`src/hdl/char_lcd_nibble_write_sequencer_unit_macros.svh`:
```
// assertion macros shared by the display sequencer rtl
// no dependencies; included by files that carry concurrent assertions
`ifndef CHAR_LCD_NIBBLE_WRITE_SEQUENCER_UNIT_MACROS_SVH
`define CHAR_LCD_NIBBLE_WRITE_SEQUENCER_UNIT_MACROS_SVH

// same-cycle implication, disabled while reset is asserted
`define LCDSEQ_ASSERT_NOW(label, clk, rst_n, ante, cons, msg) \
	label: assert property (@(posedge clk) disable iff (!(rst_n)) (ante) |-> (cons)) \
		else $error(msg);

// next-cycle implication, disabled while reset is asserted
`define LCDSEQ_ASSERT_NEXT(label, clk, rst_n, ante, cons, msg) \
	label: assert property (@(posedge clk) disable iff (!(rst_n)) (ante) |=> (cons)) \
		else $error(msg);

`endif

```
`src/hdl/lcdseq_pkg.sv`:
```
// types, codes and the sequence rom of the display sequencer
// no dependencies
package lcdseq_pkg;

	localparam int UNIT_TICKS_W  = 25;
	localparam int PULSE_UNITS_W = 8;
	localparam int UNITS_W       = 9;
	localparam int SEQ_PTR_W     = 5;
	localparam int PADDR_W       = 3;
	localparam int PDATA_W       = 32;

	// request codes
	localparam logic [2:0] REQ_TICK    = 3'd0;
	localparam logic [2:0] REQ_CMD     = 3'd1;
	localparam logic [2:0] REQ_DATA    = 3'd2;
	localparam logic [2:0] REQ_POWERUP = 3'd3;
	localparam logic [2:0] REQ_CLEAR   = 3'd4;

	// register index bit of paddr
	localparam logic REG_UNIT_TICKS  = 1'b0;
	localparam logic REG_PULSE_UNITS = 1'b1;

	localparam logic [UNIT_TICKS_W-1:0]  UNIT_TICKS_RESET  = 25'd7200;
	localparam logic [PULSE_UNITS_W-1:0] PULSE_UNITS_RESET = 8'd2;

	localparam logic [SEQ_PTR_W-1:0] POWERUP_START  = 5'd0;
	localparam logic [SEQ_PTR_W-1:0] PREAMBLE_START = 5'd20;

	typedef enum logic [1:0] {
		KIND_END  = 2'd0,
		KIND_WAIT = 2'd1,
		KIND_CMD  = 2'd2
	} rom_kind_t;

	typedef struct packed {
		rom_kind_t          kind;
		logic [UNITS_W-1:0] value;
	} rom_entry_t;

	// nibble phase: idle or sequence wait, then high/low nibble with enable high/low
	typedef enum logic [4:0] {
		PH_IDLE  = 5'b00001,
		PH_HI_EN = 5'b00010,
		PH_HI_LO = 5'b00100,
		PH_LO_EN = 5'b01000,
		PH_LO_LO = 5'b10000
	} phase_t;

	typedef struct packed {
		logic [UNITS_W-1:0]   units_left;
		logic [SEQ_PTR_W-1:0] seq_ptr;
		phase_t               phase;
		logic [7:0]           cur_byte;
		logic                 is_data;
		logic                 rs;
		logic                 enable;
		logic [3:0]           nibble;
		logic                 busy;
		logic                 in_seq;
	} state_t;

	localparam state_t STATE_RESET = '{
		units_left: '0,
		seq_ptr:    '0,
		phase:      PH_IDLE,
		cur_byte:   '0,
		is_data:    1'b0,
		rs:         1'b0,
		enable:     1'b0,
		nibble:     '0,
		busy:       1'b0,
		in_seq:     1'b0
	};

	// power-up sequence from 0, clear / entry-mode / display-on preamble from 20
	function automatic rom_entry_t seq_rom(logic [SEQ_PTR_W-1:0] addr);
		rom_entry_t e;
		case (addr)
			5'd0:  e = '{KIND_WAIT, 9'd400};
			5'd1:  e = '{KIND_CMD,  9'h030};
			5'd2:  e = '{KIND_WAIT, 9'd45};
			5'd3:  e = '{KIND_CMD,  9'h030};
			5'd4:  e = '{KIND_WAIT, 9'd2};
			5'd5:  e = '{KIND_CMD,  9'h030};
			5'd6:  e = '{KIND_WAIT, 9'd2};
			5'd7:  e = '{KIND_CMD,  9'h020};
			5'd8:  e = '{KIND_WAIT, 9'd1};
			5'd9:  e = '{KIND_CMD,  9'h020};
			5'd10: e = '{KIND_WAIT, 9'd1};
			5'd11: e = '{KIND_CMD,  9'h008};
			5'd12: e = '{KIND_WAIT, 9'd1};
			5'd13: e = '{KIND_CMD,  9'h001};
			5'd14: e = '{KIND_WAIT, 9'd20};
			5'd15: e = '{KIND_CMD,  9'h006};
			5'd16: e = '{KIND_WAIT, 9'd1};
			5'd17: e = '{KIND_CMD,  9'h00f};
			5'd18: e = '{KIND_WAIT, 9'd1};
			5'd20: e = '{KIND_WAIT, 9'd1};
			5'd21: e = '{KIND_CMD,  9'h001};
			5'd22: e = '{KIND_WAIT, 9'd20};
			5'd23: e = '{KIND_CMD,  9'h006};
			5'd24: e = '{KIND_WAIT, 9'd1};
			5'd25: e = '{KIND_CMD,  9'h00f};
			5'd26: e = '{KIND_WAIT, 9'd1};
			default: e = '{KIND_END, 9'd0};
		endcase
		return e;
	endfunction

endpackage

```
`src/hdl/lcdseq_step.sv`:
```
// next-state logic of the display sequencer for one item
// depends on lcdseq_pkg
module lcdseq_step #(
	parameter int TICK_COUNTER_WIDTH = 24
) (
	input  lcdseq_pkg::state_t                          state_cur,
	input  logic [TICK_COUNTER_WIDTH-1:0]               tick_cur,
	input  logic [2:0]                                  req_type,
	input  logic [7:0]                                  byte_value,
	input  logic [lcdseq_pkg::UNIT_TICKS_W-1:0]         unit_ticks,
	input  logic [lcdseq_pkg::PULSE_UNITS_W-1:0]        pulse_units,
	output lcdseq_pkg::state_t                          state_nxt,
	output logic [TICK_COUNTER_WIDTH-1:0]               tick_nxt,
	output logic                                        status
);

	localparam int CMP_W = (TICK_COUNTER_WIDTH + 1 > lcdseq_pkg::UNIT_TICKS_W) ?
		TICK_COUNTER_WIDTH + 1 : lcdseq_pkg::UNIT_TICKS_W;

	function automatic lcdseq_pkg::state_t start_byte(lcdseq_pkg::state_t s,
		logic [7:0] v, logic d, logic [lcdseq_pkg::UNITS_W-1:0] plen);
		lcdseq_pkg::state_t r;
		r            = s;
		r.cur_byte   = v;
		r.is_data    = d;
		r.rs         = d;
		r.nibble     = v[7:4];
		r.enable     = 1'b1;
		r.phase      = lcdseq_pkg::PH_HI_EN;
		r.busy       = 1'b1;
		r.units_left = plen;
		return r;
	endfunction

	function automatic lcdseq_pkg::state_t load_entry(lcdseq_pkg::state_t s,
		logic [lcdseq_pkg::SEQ_PTR_W-1:0] ptr, logic [lcdseq_pkg::UNITS_W-1:0] plen);
		lcdseq_pkg::state_t     r;
		lcdseq_pkg::rom_entry_t e;
		r         = s;
		e         = lcdseq_pkg::seq_rom(ptr);
		r.seq_ptr = ptr;
		case (e.kind)
			lcdseq_pkg::KIND_WAIT: begin
				r.phase      = lcdseq_pkg::PH_IDLE;
				r.busy       = 1'b1;
				r.units_left = e.value;
			end
			lcdseq_pkg::KIND_CMD: begin
				r = start_byte(r, e.value[7:0], 1'b0, plen);
			end
			default: begin
				r.phase      = lcdseq_pkg::PH_IDLE;
				r.busy       = 1'b0;
				r.in_seq     = 1'b0;
				r.units_left = '0;
			end
		endcase
		return r;
	endfunction

	function automatic lcdseq_pkg::state_t next_item(lcdseq_pkg::state_t s,
		logic [lcdseq_pkg::UNITS_W-1:0] plen);
		lcdseq_pkg::state_t r;
		r = s;
		if (s.in_seq) begin
			r = load_entry(s, s.seq_ptr + 5'd1, plen);
		end else begin
			r.busy       = 1'b0;
			r.phase      = lcdseq_pkg::PH_IDLE;
			r.units_left = '0;
		end
		return r;
	endfunction

	function automatic lcdseq_pkg::state_t finish_segment(lcdseq_pkg::state_t s,
		logic [lcdseq_pkg::UNITS_W-1:0] plen);
		lcdseq_pkg::state_t r;
		r = s;
		case (s.phase)
			lcdseq_pkg::PH_HI_EN: begin
				r.enable     = 1'b0;
				r.phase      = lcdseq_pkg::PH_HI_LO;
				r.units_left = plen;
			end
			lcdseq_pkg::PH_HI_LO: begin
				r.nibble     = s.cur_byte[3:0];
				r.enable     = 1'b1;
				r.phase      = lcdseq_pkg::PH_LO_EN;
				r.units_left = plen;
			end
			lcdseq_pkg::PH_LO_EN: begin
				r.enable     = 1'b0;
				r.phase      = lcdseq_pkg::PH_LO_LO;
				r.units_left = plen;
			end
			lcdseq_pkg::PH_LO_LO: begin
				// rs goes back high once a command byte is out
				if (!s.is_data) begin
					r.rs = 1'b1;
				end
				r.phase = lcdseq_pkg::PH_IDLE;
				r       = next_item(r, plen);
			end
			default: begin
				r.phase = lcdseq_pkg::PH_IDLE;
				r       = next_item(r, plen);
			end
		endcase
		return r;
	endfunction

	logic [lcdseq_pkg::UNITS_W-1:0] plen;
	logic [TICK_COUNTER_WIDTH:0]    tick_inc;
	logic                           unit_done;

	assign plen      = (pulse_units == '0) ? 9'd1 : {1'b0, pulse_units};
	assign tick_inc  = {1'b0, tick_cur} + 1'b1;
	assign unit_done = CMP_W'(tick_inc) >= CMP_W'(unit_ticks);

	always_comb begin
		state_nxt = state_cur;
		tick_nxt  = tick_cur;
		status    = 1'b0;
		case (req_type)
			lcdseq_pkg::REQ_TICK: begin
				if (state_cur.busy) begin
					if (unit_done) begin
						tick_nxt = '0;
						if (state_cur.units_left > 9'd1) begin
							state_nxt.units_left = state_cur.units_left - 9'd1;
						end else begin
							state_nxt = finish_segment(state_cur, plen);
						end
					end else begin
						tick_nxt = tick_inc[TICK_COUNTER_WIDTH-1:0];
					end
				end
			end
			lcdseq_pkg::REQ_CMD, lcdseq_pkg::REQ_DATA: begin
				if (state_cur.busy) begin
					status = 1'b1;
				end else begin
					state_nxt        = start_byte(state_cur, byte_value,
						req_type == lcdseq_pkg::REQ_DATA, plen);
					state_nxt.in_seq = 1'b0;
					tick_nxt         = '0;
				end
			end
			lcdseq_pkg::REQ_POWERUP, lcdseq_pkg::REQ_CLEAR: begin
				if (state_cur.busy) begin
					status = 1'b1;
				end else begin
					state_nxt.in_seq = 1'b1;
					state_nxt        = load_entry(state_nxt,
						(req_type == lcdseq_pkg::REQ_POWERUP) ?
						lcdseq_pkg::POWERUP_START : lcdseq_pkg::PREAMBLE_START, plen);
					tick_nxt         = '0;
				end
			end
			default: begin
				state_nxt = state_cur;
			end
		endcase
	end

endmodule

```
`src/hdl/char_lcd_nibble_write_sequencer_unit.sv`:
```
// top level of the 4-bit character display sequencer: apb registers,
// item register, sequencer state and result register
// depends on lcdseq_pkg, lcdseq_step and the assertion macro header
//
// usage
// - item channel (req_valid/req_ready): req_type 0 is a timebase tick, 1 writes
//   a command byte, 2 writes a data byte, 3 runs the power-up sequence, 4 runs
//   the clear / entry-mode / display-on preamble; codes 5 to 7 are ignored
// - result channel (res_valid/res_ready): one result per item with the pin
//   levels after that item (rs, enable, nibble), busy, and status 1 when a
//   request came while busy and was dropped
// - apb port: unit_ticks at 0x0, pulse_units at 0x4; the user writes them only
//   while idle, which the block does not enforce; one item per cycle sustained
//   while res_ready stays high, set by the single next-state pass between the
//   item register and the state/result registers
// - a stalled receiver keeps the result register full; the item register
//   still takes one more item, and req_ready drops only when both are full
// - reset clears the sequencer to idle with rs, enable and nibble low,
//   unit_ticks to 7200 and pulse_units to 2
`include "char_lcd_nibble_write_sequencer_unit_macros.svh"

module char_lcd_nibble_write_sequencer_unit #(
	parameter int TICK_COUNTER_WIDTH = 24
) (
	input  logic                                clk,
	input  logic                                arst_n,
	// apb configuration port
	input  logic                                psel,
	input  logic                                penable,
	input  logic                                pwrite,
	input  logic [lcdseq_pkg::PADDR_W-1:0]      paddr,
	input  logic [lcdseq_pkg::PDATA_W-1:0]      pwdata,
	output logic [lcdseq_pkg::PDATA_W-1:0]      prdata,
	output logic                                pready,
	// item channel
	input  logic                                req_valid,
	output logic                                req_ready,
	input  logic [2:0]                          req_type,
	input  logic [7:0]                          byte_value,
	// result channel
	output logic                                res_valid,
	input  logic                                res_ready,
	output logic                                rs_level,
	output logic                                enable_level,
	output logic [3:0]                          data_nibble,
	output logic                                busy_res,
	output logic                                status
);

	// configuration registers
	logic [lcdseq_pkg::UNIT_TICKS_W-1:0]  unit_ticks_q;
	logic [lcdseq_pkg::PULSE_UNITS_W-1:0] pulse_units_q;
	logic                                 cfg_wr;

	assign pready = 1'b1;
	assign cfg_wr = psel && penable && pwrite && pready;

	always_ff @(posedge clk or negedge arst_n) begin
		if (!arst_n) begin
			unit_ticks_q  <= lcdseq_pkg::UNIT_TICKS_RESET;
			pulse_units_q <= lcdseq_pkg::PULSE_UNITS_RESET;
		end else if (cfg_wr) begin
			// word index sits in paddr[2]
			if (paddr[2] == lcdseq_pkg::REG_UNIT_TICKS) begin
				unit_ticks_q <= pwdata[lcdseq_pkg::UNIT_TICKS_W-1:0];
			end else begin
				pulse_units_q <= pwdata[lcdseq_pkg::PULSE_UNITS_W-1:0];
			end
		end
	end

	assign prdata = (paddr[2] == lcdseq_pkg::REG_PULSE_UNITS) ?
		lcdseq_pkg::PDATA_W'(pulse_units_q) : lcdseq_pkg::PDATA_W'(unit_ticks_q);

	// item register (stage 1)
	logic       valid_s1;
	logic [2:0] req_type_s1;
	logic [7:0] byte_value_s1;
	logic       advance;

	// result register (stage 2)
	logic       valid_s2;
	logic       rs_s2;
	logic       enable_s2;
	logic [3:0] nibble_s2;
	logic       busy_s2;
	logic       status_s2;

	// the item in stage 1 moves on when the result register is free or drains
	assign advance   = valid_s1 && (!valid_s2 || res_ready);
	assign req_ready = !valid_s1 || advance;

	always_ff @(posedge clk or negedge arst_n) begin
		if (!arst_n) begin
			valid_s1 <= 1'b0;
		end else if (req_ready) begin
			valid_s1 <= req_valid;
		end
	end

	always_ff @(posedge clk) begin
		if (req_valid && req_ready) begin
			req_type_s1   <= req_type;
			byte_value_s1 <= byte_value;
		end
	end

	// sequencer state, updated once per item as it leaves stage 1
	lcdseq_pkg::state_t              state_q;
	lcdseq_pkg::state_t              state_nxt;
	logic [TICK_COUNTER_WIDTH-1:0]   tick_count_q;
	logic [TICK_COUNTER_WIDTH-1:0]   tick_nxt;
	logic                            status_nxt;

	lcdseq_step #(
		.TICK_COUNTER_WIDTH(TICK_COUNTER_WIDTH)
	) u_step (
		.state_cur   (state_q),
		.tick_cur    (tick_count_q),
		.req_type    (req_type_s1),
		.byte_value  (byte_value_s1),
		.unit_ticks  (unit_ticks_q),
		.pulse_units (pulse_units_q),
		.state_nxt   (state_nxt),
		.tick_nxt    (tick_nxt),
		.status      (status_nxt)
	);

	always_ff @(posedge clk or negedge arst_n) begin
		if (!arst_n) begin
			state_q      <= lcdseq_pkg::STATE_RESET;
			tick_count_q <= '0;
		end else if (advance) begin
			state_q      <= state_nxt;
			tick_count_q <= tick_nxt;
		end
	end

	always_ff @(posedge clk or negedge arst_n) begin
		if (!arst_n) begin
			valid_s2 <= 1'b0;
		end else if (advance) begin
			valid_s2 <= 1'b1;
		end else if (res_ready) begin
			valid_s2 <= 1'b0;
		end
	end

	// pin levels after this item
	always_ff @(posedge clk) begin
		if (advance) begin
			rs_s2     <= state_nxt.rs;
			enable_s2 <= state_nxt.enable;
			nibble_s2 <= state_nxt.nibble;
			busy_s2   <= state_nxt.busy;
			status_s2 <= status_nxt;
		end
	end

	assign res_valid    = valid_s2;
	assign rs_level     = rs_s2;
	assign enable_level = enable_s2;
	assign data_nibble  = nibble_s2;
	assign busy_res     = busy_s2;
	assign status       = status_s2;

	// enable only pulses inside a byte
	`LCDSEQ_ASSERT_NOW(a_enable_busy, clk, arst_n, state_q.enable, state_q.busy, "enable high while idle")
	// a nibble phase or a running sequence always means busy
	`LCDSEQ_ASSERT_NOW(a_phase_busy, clk, arst_n, (state_q.phase != lcdseq_pkg::PH_IDLE) || state_q.in_seq, state_q.busy, "phase or sequence active while idle")
	// the tick counter rests at zero when idle
	`LCDSEQ_ASSERT_NOW(a_idle_tick, clk, arst_n, !state_q.busy, tick_count_q == '0, "tick count nonzero while idle")
	// a request taken while busy is reported as rejected
	`LCDSEQ_ASSERT_NEXT(a_reject, clk, arst_n, advance && state_q.busy && (req_type_s1 != lcdseq_pkg::REQ_TICK) && (req_type_s1 <= lcdseq_pkg::REQ_CLEAR), status_s2, "busy request not rejected")

endmodule

```
`config.mk`:
```
export PLATFORM = sky130hd
export DESIGN_NAME = char_lcd_nibble_write_sequencer_unit
export DESIGN_NICKNAME = d
export VERILOG_FILES = /design/src/hdl/lcdseq_pkg.sv /design/src/hdl/lcdseq_step.sv /design/src/hdl/char_lcd_nibble_write_sequencer_unit.sv
export VERILOG_INCLUDE_DIRS = /design/src /design/src/hdl
export SDC_FILE = /design/constraint.sdc
export NUM_CORES = 1
export LEC_CHECK = 0
export BUFFER_PORTS_ARGS = -buffer_cell sky130_fd_sc_hd__buf_2
export CORE_ASPECT_RATIO = 1.25
export CORE_MARGIN = 2
export CORE_UTILIZATION = 29
export CTS_CLUSTER_DIAMETER = 80
export DETAILED_ROUTE_END_ITERATION = 8
export PLACE_DENSITY = 0.51
export REMOVE_ABC_BUFFERS = 1
export SYNTH_ARGS = -nofsm -noshare
export SYNTH_HDL_FRONTEND = slang
export SYNTH_SLANG_ARGS = --single-unit
```
`constraint.sdc`:
```
create_clock -name clk -period 4 [get_ports clk]
set_input_delay 0.8 -clock clk [delete_from_list [all_inputs] [get_ports clk]]
set_output_delay 0.8 -clock clk [all_outputs]
set_load 0.02 [all_outputs]
```
* Yosys cells after proc, flatten, opt, wreduce, memory -nomap -nowiden
Memory sizes are Yosys's and may differ from the RTL's. Index checks and enable logic that the tools add are counted.
Word-level totals: bits of input ports 53, flip-flop bits (word level) 110, memory bits (read-only) 960, memories kept 3, logic and storage cells 148, output and inout port bits 43
Cells by class: bitwise gates (word level) 2, add/sub/neg operators 3, equality and inequality tests 25, multiplexer cells 60, reduce and logical (&&, ||, !) cells 31, order comparisons 2
Memories:
- (no name shown) | words 32, width 10, rd ports 1, clocked after Yosys merged registers in 0, write ports 0, RTL line lcdseq_pkg.sv:78 | case (addr)
- (no name shown) | words 32, width 10, rd ports 1, clocked after Yosys merged registers in 0, write ports 0, RTL line lcdseq_pkg.sv:78
- (no name shown) | words 32, width 10, rd ports 1, clocked after Yosys merged registers in 0, write ports 0, RTL line lcdseq_pkg.sv:78
Operators by type and width (count):
- two-way mux 11 bit | 14
- two-way mux 36 bit | 4
- one-hot mux 36 bit (3 select lines) | 1
- two-way mux 15 bit | 5
- two-way mux 24 bit | 3
- one-hot mux 9 bit (2 select lines) | 4
- one-hot mux 24 bit (2 select lines) | 1
- two-way mux 27 bit | 1
- two-way mux 9 bit | 3
- adder 24 x 1 -> 25 bit (second input constant) | 1
- >= comparator 25 bit | 1
- two-way mux 25 bit | 1
- one-hot mux 10 bit (2 select lines) | 1
- one-hot mux 5 bit (4 select lines) | 1
- two-way mux 5 bit | 3
- != test 2 bit (second input constant) | 7
- one-hot mux 4 bit (3 select lines) | 1
- AND reduction 12 bit | 1
- OR reduction 2 bit | 6
- two-way mux 2 bit | 5
- greater-than comparator 9 x 1 -> 1 bit (second input constant) | 1
- two-way mux 1 bit | 9
- AND reduction 9 bit | 1
- subtractor 9 x 1 -> 9 bit (second input constant) | 1
- 30 further kinds | 47

* Depth between registers and ports, before layout
An unclocked memory read counts as a cell.
depth in word-level cells 17, gate-level depth with buffers 17, depth with buffers taken out 14

* Hierarchy
A second synthesis with hierarchy kept.
Second synthesis, totals: cell total of the unflattened synthesis 845, area total of the unflattened synthesis 8106.5 µm²
Modules (own cells, without submodules):
- char_lcd_nibble_write_sequencer_unit | area each 4505.6 µm², cells each 262, times used 1, sequential area each 2955.3 µm²
- lcdseq_step | area each 3601.0 µm², cells each 583, times used 1, sequential area each 0.0 µm²

* Worst setup path after synthesis
OpenSTA, ideal clock, no wires.
path kind reg2reg, start register tick_count_q[0], end register state_q[22] in the netlist's numbering, data required time 3.875 ns, path buffers 1, stages on the path, launching flop included 15, clock period less this slack 4.102 ns, arrival time 3.978 ns, slack -0.102 ns, setup time 0.125 ns, path through dfrtp_1 -> ha_1 -> nand2_1 -> or3_1 -> clkbuf_1 -> nor3_1 -> nand3_1 -> xnor2_1 -> ha_1 -> nand4_2 -> or4_4 -> a311oi_4 -> o2111ai_1 -> nand2_1 -> mux2_2
Between the ends: longest elaborated chain between the ends 4
RTL lines:
- from (decl) | RTL line char_lcd_nibble_write_sequencer_unit.sv:111 | logic [TICK_COUNTER_WIDTH-1:0] tick_count_q;
- from (signal assigned) | RTL line char_lcd_nibble_write_sequencer_unit.sv:135 | tick_count_q <= tick_nxt;
- adder 24 x 1 -> 25 bit | RTL line lcdseq_step.sv:117 | assign tick_inc = {1'b0, tick_cur} + 1'b1;
- >= comparator 25 bit | RTL line lcdseq_step.sv:118 | assign unit_done = CMP_W'(tick_inc) >= CMP_W'(unit_ticks);
- != test 2 x 1 -> 1 bit (no source line)
- AND reduction 9 bit (no source line)
- to (signal assigned) | RTL line char_lcd_nibble_write_sequencer_unit.sv:131 | state_q <= lcdseq_pkg::STATE_RESET;
- to (signal assigned) | RTL line char_lcd_nibble_write_sequencer_unit.sv:134 | state_q <= state_nxt;
- to (decl) | RTL line char_lcd_nibble_write_sequencer_unit.sv:109 | lcdseq_pkg::state_t state_q;
No other way between the ends. A chain may end at the register's enable or synchronous reset.

* Worst setup path in the final report
start register tick_count_q[0], end register state_q[7] in the netlist's numbering
Between the ends: longest elaborated chain between the ends 5
RTL lines:
- adder 24 x 1 -> 25 bit | RTL line lcdseq_step.sv:117
- >= comparator 25 bit | RTL line lcdseq_step.sv:118
- two-way mux 36 bit | RTL line lcdseq_step.sv:127 | if (unit_done) begin
- two-way mux 36 bit | RTL line lcdseq_step.sv:126 | if (state_cur.busy) begin
- one-hot mux 36 bit (3 select lines) | RTL line lcdseq_step.sv:124 | case (req_type)
No other way between the ends. The select of a mux whose other input is x is not followed.

==> flow_metrics.tcl <==
set metrics [dict create \
    setup.worst_path.end_class "register" \
    hold_slack_ns 0.499 \
    buffers_from_clock_root_to_sink_at_most 2 \
    dominant_combinational_cell_family_by_area_after_synthesis "compound AO/OA/AOI/OAI gates" \
    yosys.area.top_type "dfrtp_1" \
    wl_per_cell_um 16.9 \
    fin_nets 924 \
    postRouteWirelength_um 19200 \
    cap_violations 0 \
    drc 0 \
    crit_family "simple AND/OR/NAND/NOR gates" \
    detail_route.wirelength.met1_um 8170 \
    dpl.hpwl_um 14300 \
    layout_worst_path_cycle_share_pct 96.0 \
    final.min_clock_period_ns 3.84 \
    worst_slew_pin_slew_ns 0.965 \
    critPathMaxFanout 6 \
    ys_seq_elements 110 \
    die_ar_um2 25000 \
    fillCellCount 2405 \
    core_area_um2 23500 \
    highest-signal-layer "met4" \
    rsz_0062_raised_after_global_routing "no" \
    initialDrtViolationCount 393 \
    skew_ns 0.0177 \
    route.antenna.remaining_nets 0 \
    ys_async_sr_fraction_pct 82.7 \
    grt_antenna_before_repair 0 \
    internal_power_mw 2.26 \
    clock_tree.htree_level_count 3 \
    postLayoutCoreUtil_pct 36.3 \
    final_max_slew_viol_count 0 \
    gp_congestion 0.842 \
    via_count 5829 \
    clk_pin_slew_worst_paths_ns 0.08 \
    grt.overflow.total 0 \
    crit_chain "ha_2, nand2_1, or3_4, buf_8, nor2_4, and3_4, xor2_2, ha_1, nand2_1, or4_4, a311o_2, a211oi_4, buf_4, a31oi_4, o22ai_1" \
    clock_power_share_pct 25.4 \
    numPlacedInstances 1108 \
    post_synth_num_cell_types 78 \
    power-per-cell-area_nw_per_um2 424 \
    worst_path_largest_cell_delay_ns 0.58 \
    first_global_vias 5762 \
    worst_ir_drop_vdd_mv 0.242 \
    postCtsHoldBufs 0 \
    detailed_route_vias_per_instance 5.15 \
    clk_latency_ns 0.37 \
    finalHoldViolations 0 \
    cp_data_required_time_ns 4.30 \
    hp-class "register to register" \
    synthesis.area_um2 6890 \
    final.setup.tns_ns 0 \
    net_sw_share_pct 37.3 \
    number_of_flops_mapped_to_enable_cells_by_yosys 19 \
    drive_gt1_share_pct 30.2 \
    grt_max_degree 58 \
    cts_tree "done" \
    post_synth_xor_area_fraction_pct 4.58 \
    setup.worst_path.class "register to register" \
    numCtsBuffers 9 \
    met2RoutedLength_um 10200 \
    finalSetupViolCount 0 \
    power_frac_comb_pct 32.7 \
    layout_common_cells "85 x dfrtp_1, 77 x buf_2, 67 x buf_4, 62 x nand2_1, 52 x nor2_1" \
    mean_post_synth_cell_area_um2 9.66 \
    synthesis.yosys.warnings 0 \
    fp.dieH_um 176 \
    power.switching_mw 1.35 \
    postLayoutSetupSlackWorst_ns 0.159 \
    grt.total_usage_pct 15.6 \
    global_route_wire_length_before_repair_um 30600 \
    post_layout_instance_count_excluding_filler_cells 1132 \
    status "finished, final reports clean" \
    critPathArrivalTime_ns 4.14 \
    cts.sinks 110 \
    synthDominantCellAreaShare_pct 30.9 \
    drt_pre_antenna_iters 5 \
    pwr-share-seq_pct 41.9 \
    num_antenna_cells 0 \
    placement.io_buffers 78 \
    cell_at_the_root_of_the_clock_tree "clkbuf_16" \
    timing.critical_path.slowest_stage_cell "or4_4" \
    post_synth_mux_area_share_pct 6.65 \
    ioPinCount 96 \
    ys_top_cells_by_area "dfrtp_1 31%, edfxtp_1 8.3%, ha_1 6.5%" \
    mostFrequentLayoutCell "dfrtp_1" \
    floorplan.die.width_um 142 \
    area_growth_syn_to_layout_pct 23.7 \
    syn-instance-count 713 \
    worst_path_most_repeated_cell "nand2_1" \
    synth-simple-area-share_pct 15.3 \
    timing.critical_path.buf_inv 2 \
    initial_core_util_pct 29.3 \
    adder_cell_area_share_of_the_yosys_netlist_pct 6.69 \
    leakage_nw 3.78 \
    synth-compound-area-share_pct 19.9 \
    floorplan.rows 63 \
    post-place-ws_ns -0.0652 \
    clock.fmax_mhz 260 \
    seq_area_frac_synth_pct 41.5 \
    ys_dominant_reg_cell "dfrtp_1" \
    met3WireLength_um 545 \
    start_kind "register" \
    relSlewSlack_pct 35.4 \
]
==> registers in the layout, indices dropped and copies added, names as in the netlist <==
name           flops
byte_value_s1      8
rs_level           1
status             1
state_q           32
busy_res           1
enable_level       1
data_nibble        4
req_type_s1        3
tick_count_q      24
unit_ticks_q      25
res_valid          1
valid_s1           1
pulse_units_q      8
==> worst reg2reg max path, stage by stage (launching register included) <==
cell and delay, ns:
dfrtp_1 0.36, ha_2 0.18, nand2_1 0.07, or3_4 0.37, buf_8 0.15, nor2_4 0.11, and3_4 0.20, xor2_2 0.06
ha_1 0.29, nand2_1 0.07, or4_4 0.58, a311o_2 0.49, a211oi_4 0.40, buf_4 0.20, a31oi_4 0.09, o22ai_1 0.16
==> repair_timing <==
item                       in CTS  in global routing
resized for setup               9                 33
pin swaps                       6                 21
hold endpoints to repair        0                  0
buffers inserted                4                  4
setup endpoints to repair      21                 57
==> final cells by class <==
type                    count  area (um2)  share of cell area [%]
repair buffers            146         915                    10.7
clock buffers               9         225                    2.64
well taps                 292         365                    4.29
flip-flops and latches    110        2860                    33.5
inverters                  45         169                    1.98
clock inverters             7        67.6                   0.793
multi-input cells         523        3920                    46.0
==> cells in the mapped netlist, types with 3 or more instances <==
cell type / instances
dfrtp_1: 85
o31ai_1: 5
edfxtp_1: 19
xor2_1: 12
nor2_1: 55
a22oi_1: 7
and3_1: 8
a31oi_1: 13
inv_1: 45
mux2_2: 38
o21ai_0: 33
nor3_1: 18
buf_4: 9
o21a_1: 4
xnor2_1: 24
nand4_1: 9
ha_1: 36
a21oi_2: 3
nand2_1: 63
nor4_1: 5
clkbuf_1: 28
a221oi_1: 4
mux2i_1: 3
nor2b_1: 4
dfstp_2: 6
a32oi_1: 3
a21o_1: 5
nand3_1: 28
a22o_1: 26
o22ai_1: 4
a21oi_1: 28
a211oi_1: 3
or3_1: 5
and2_1: 5
a211o_1: 4
a32o_1: 7
nand2b_1: 6
o2111ai_1: 3
==> per-layer routing <==
| layer | vias up | track usage (%) |
|---|---|---|
| met3 | 17 | 2.22 |
| met5 | - | 0 |
| met2 | 110 | 28.7 |
| met1 | 2870 | 19.0 |
| li1 | 2832 | - |
| met4 | 0 | 4.25 |
==> through the flow <==
step	total power [mW]	cell area, um2
global placement	2.67	7940
finish	3.61	8520
CTS	3.61	8300
floorplan	2.27	6710
detailed placement	2.68	7940
global route	3.84	8520
==> cell families (layout without fill, tap and decap cells) <==
logic type / count (synthesis) / count (layout)
buf+inv: 86 / 207
xor+xnor: 36 / 36
other cells: 2 / 8
simple gates: 219 / 219
flops: 110 / 110
mux: 41 / 41
fa+ha+maj: 37 / 37
compound gates: 182 / 182
==> power by group through the flow <==
stage / clock, mW / combinational (mW) / sequential, mW
floorplan: 0 / 0.779 / 1.49
global placement: 0 / 1.14 / 1.52
detailed placement: 0 / 1.15 / 1.53
CTS: 0.941 / 1.17 / 1.51
global route: 0.981 / 1.33 / 1.54
finish: 0.917 / 1.18 / 1.51
==> path summary, 6_finish.rpt <==
| path | end | start | slack (ns) | cells after the start |
|---|---|---|---|---|
| worst max-delay path | state_q[7] | tick_count_q[0] | 0.16 | 15 |
| worst min-delay path | res_valid | valid_s1 | 0.50 | 1 |
| worst max register to register | state_q[7] | tick_count_q[0] | 0.16 | 15 |
| worst min register to register | res_valid | valid_s1 | 0.50 | 1 |
| max in group asynchronous | pulse_units_q[1] | arst_n | 2.62 | 2 |
| min in group asynchronous | unit_ticks_q[3] | arst_n | 0.51 | 1 |
(Power assumes the default switching activity.)
